<file path="src/design/qltu_mul.sv">
// ----------------------------------------------------------------------------
// qltu_mul: shared registered multiplier
// 18x34 signed product, captured when enabled.
// ----------------------------------------------------------------------------
module qltu_mul (
  input  logic                clk_i,
  input  logic                en_i,
  input  logic signed [17:0]  op_a_i,
  input  logic signed [33:0]  op_b_i,
  output logic signed [51:0]  prod_o
);
  logic signed [51:0] prod_q;

  always_ff @(posedge clk_i) begin
    if (en_i) begin
      prod_q <= op_a_i * op_b_i;
    end
  end

  assign prod_o = prod_q;
endmodule

</file>
<file path="config.mk">
export PLATFORM = sky130hd
export DESIGN_NAME = qltu_mul
export DESIGN_NICKNAME = d
export VERILOG_FILES = /design/src/design/qltu_mul.sv
export SDC_FILE = /design/constraint.sdc
export NUM_CORES = 2
export LEC_CHECK = 0
export BUFFER_PORTS_ARGS = -buffer_cell sky130_fd_sc_hd__buf_2
export CAP_MARGIN = 40
export CORE_ASPECT_RATIO = 0.9
export CORE_MARGIN = 5
export CORE_UTILIZATION = 40
export CTS_BUF_LIST = sky130_fd_sc_hd__clkbuf_4
export DETAILED_ROUTE_END_ITERATION = 10
export PLACE_DENSITY = 0.58
export SLEW_MARGIN = 10
export SYNTH_ARGS = -nofsm -noshare
export SYNTH_HDL_FRONTEND = slang
export SYNTH_SLANG_ARGS = --single-unit
</file>
<file path="constraint.sdc">
create_clock -name clk_i -period 10.6 [get_ports clk_i]
set_input_delay 0.53 -clock clk_i [delete_from_list [all_inputs] [get_ports clk_i]]
set_output_delay 0.53 -clock clk_i [all_outputs]
set_load 0.02 [all_outputs]
</file>
# [Word level (Yosys, flattened, before mapping)]
# Index checks and enable logic that the tools add are counted.
[totals] ff_bits=52 input_bits=54 output_inout_bits=52 wordCells=2
[classes] multipliers=1
[ops] op="$mul A18 B34 Y52" n=1

# [Longest topological paths before layout]
[logic_depth] word_depth=1 depth_mapped=26 mapped_depth_nobuf=25

# [Worst setup path after synthesis]
# No wires, ideal clock.
[synth_path] path_type="in2reg" from="input port op_b_i[24]" to="register prod_q[50], in the netlist prod_o[50] (data pin)" setup_ns=0.258 arrival_time_ns=6.193 required_time_ns=10.342 setup_slack_ns=4.150 path_stages=23 n_path_buf=2 cell_sequence="clkbuf_1 -> clkbuf_1 -> nand2_1 -> fa_1 -> fa_1 -> fa_1 -> inv_1 -> fa_1 -> fa_1 -> inv_1 -> fa_1 -> inv_1 -> ha_1 -> a21o_1 -> a21o_1 -> a21o_1 -> a221oi_2 -> o21ai_1 -> a211oi_1 -> o21ai_1 -> a211o_1 -> a21oi_1 -> xnor2_1"
[synth_via] elab_chain_len=1
[synth_lines] item="start, declared" line="9" rtl="input logic signed [33:0] op_b_i,"
[synth_lines] item="$mul A18 B34 Y52" line="16" rtl="prod_q <= op_a_i * op_b_i;"
[synth_lines] item="end signal, assigned" line="16"
[synth_lines] item="end, declared" line="12" rtl="logic signed [51:0] prod_q;"
# No other way between the ends.
# A chain may end at the register's enable or synchronous reset.

# [Worst setup path after layout]
[layout_path] from="input port op_a_i[6]" to="register prod_q[48], in the netlist prod_o[48] (data pin)"
[layout_via] elab_chain_len=1
[layout_lines] item="start, declared" line="8" rtl="input logic signed [17:0] op_a_i,"
[layout_lines] item="$mul A18 B34 Y52" line="16"
# No other way between the ends.

==> reports/results.ini <==
[logic_synthesis]
ys_ff_latch=52
ys_warn_count=0
synth_flop_cell=edfxtp_1
synthDistinctLibCells=55
syn_nets=3194
synth-edff-count=52
seq_area_frac_synth=0.0691
synth_area_um2=22600
synth-async-reset-ratio=0
syn-mean-instance-area_um2=9.30
synth_cells=2430

[die]
rows=82
die_w_um=261
fp.coreArea_um2=55800
floorplan.initialDensity=0.405
die-area_um2=61400
ios=106
dieHeight_um=236

[setup_path]
cpMostUsedCell=fa_1
crit_path_end_kind=register
slowest_stage=fa_1
slowest_delay_ns=0.84
start_kind=primary input
crit_fanout=34
path_cells=buf_2, nand2_1, fa_1, inv_1, fa_1, fa_1, fa_1, fa_1, fa_1, ha_1, and3_2, nand2_1, nor4_1, nand3_1, o21ai_1, a21o_1, a21oi_1, xnor2_1
cp_top_family=adder cells
crit_type=primary input to register
path_buf_inv=2
crit_arrival_ns=7.69
critPathRequiredTime_ns=10.96

[min_path]
hp-class=primary input to register

[timing]
slew_violations=0
hold_viol_final=0
slew_headroom=0.369
rsz0062_at_grt=no
tightest_slew_ns=0.946
setup_tns_ns=0
layout_worst_path_cycle_share=0.692
setup_viol=0
fmax_mhz=136
fin_crit_ns=7.33

[cts]
cts.sink_count=52
cts-htree-levels=2
clock-root-buffer=clkbuf_4
holdBufCountCts=0
cts_setup_buffers=0
clkTransAtPathRegs_ns=0.27
cts_tree=built
cts_resized=0
cts.path.max_buffers=2
numCtsBuffers=5

[place]
port_buffers=105
gp_congestion=0.882
hpwl_mm=49.4

[global_routing]
grt_max_degree=53
gr-total-overflow=0
antenna_found_initial=7
grt_usage=0.210
grt_pass1_vias=18300
grt_first_pass_wirelength_mm=101

[drt]
routed_wl_mm=60.6
dr.pass1.iters=5
avgRoutedWirePerCell_um=18.9
drc_errors=0
via_per_inst=4.97
drtAntennaViolNets=0
num_vias=15900
drtIter0Drc=1015

[cells_and_area]
syn2layout_area_growth_pct=5.50
drive_gt1_frac=0.0594
nNetsFinal=3204
largest_reg_flops=52

[job]
drv_cap=0

[run_status]
outcome=finished clean

-- cell type report --
type                       instances  area [um2]
fill                            5612       32000
clock inverter                     3        46.3
timing repair buffer             114         618
inverter                         661        2480
sequential                        52        1560
tap                              756         946
multi-input combinational       1606       18100
clock buffer                       5        37.5
antenna                            6        15.0
-- cells in the mapped netlist, types with 15 or more instances --
master	count	area [um2]
o21ai_0	21	105
edfxtp_1	52	1560
clkbuf_1	108	405
and2_1	240	1500
ha_1	125	1560
a21o_1	31	233
a21oi_1	37	185
xnor2_1	40	350
inv_1	661	2480
xor2_1	15	131
nor2_1	40	150
fa_1	585	11700
nand2_1	360	1350
-- path summary, 6_finish.rpt --
path / startpoint / end / slack [ns] / depth (start not counted)
max: op_a_i[6] / prod_o[48] / 3.27 / 18
min: en_i / prod_o[42] / 0.58 / 2
-- metal layers --
layer / share of wire / up-vias / GRT usage
met5: 0.00043 / - / 0
met4: 0.036 / 4 / 0.0703
met3: 0.074 / 108 / 0.0444
met2: 0.47 / 524 / 0.337
met1: 0.42 / 8317 / 0.286
li1: - / 6980 / -
-- kinds of logic after synthesis --
logic type                 synth area share
buffers and inverters                 0.129
adders and majority gates             0.587
and+or+nand+nor                       0.148
AOI/OAI and AO/OA                    0.0453
xor gates and xnor gates             0.0213
DFF                                  0.0691
-- metrics by stage --
step           utilization  worst slack (ns)  hold slack [ns]  instance area, um2  instances
2_1_floorplan            -              4.15            0.642               22600       2430
3_3_place_gp         0.425              2.58            0.977               23700       3187
3_5_place_dp         0.425              2.65            0.973               23700       3187
4_1_cts              0.426              3.33            0.547               23800       3195
5_1_grt              0.427              2.94            0.554               23800       3200
6_report             0.427              3.27            0.578               23900       3203
-- cell usage in the layout, fill, tap and decap left out, drive strengths merged, types with 2 or more instances in the layout --
cell type | Yosys | layout
a211oi | 3 | 3
nor3 | 7 | 7
and2 | 241 | 241
nor2 | 40 | 40
clkbuf | 109 | 5
and3 | 10 | 10
nand3 | 4 | 4
o41ai | 3 | 3
xor2 | 15 | 15
edfxtp | 52 | 52
fa | 585 | 585
nand2 | 361 | 361
o21ai | 24 | 24
o211ai | 2 | 2
o31ai | 4 | 4
a21oi | 42 | 42
buf | 2 | 114
a221oi | 3 | 3
a31oi | 7 | 7
xnor2 | 40 | 40
a21o | 34 | 34
nand2b | 8 | 8
inv | 661 | 662
a21boi | 2 | 2
nand4 | 9 | 9
ha | 125 | 125
o21bai | 8 | 8
o21a | 3 | 3
a211o | 2 | 2
or3 | 2 | 2
diode | 0 | 6
nor2b | 10 | 10
and4 | 2 | 2
o2111ai | 2 | 2
Power is not shown: default switching activity piles up to over one toggle a cycle in this logic, so the estimate is an artifact.
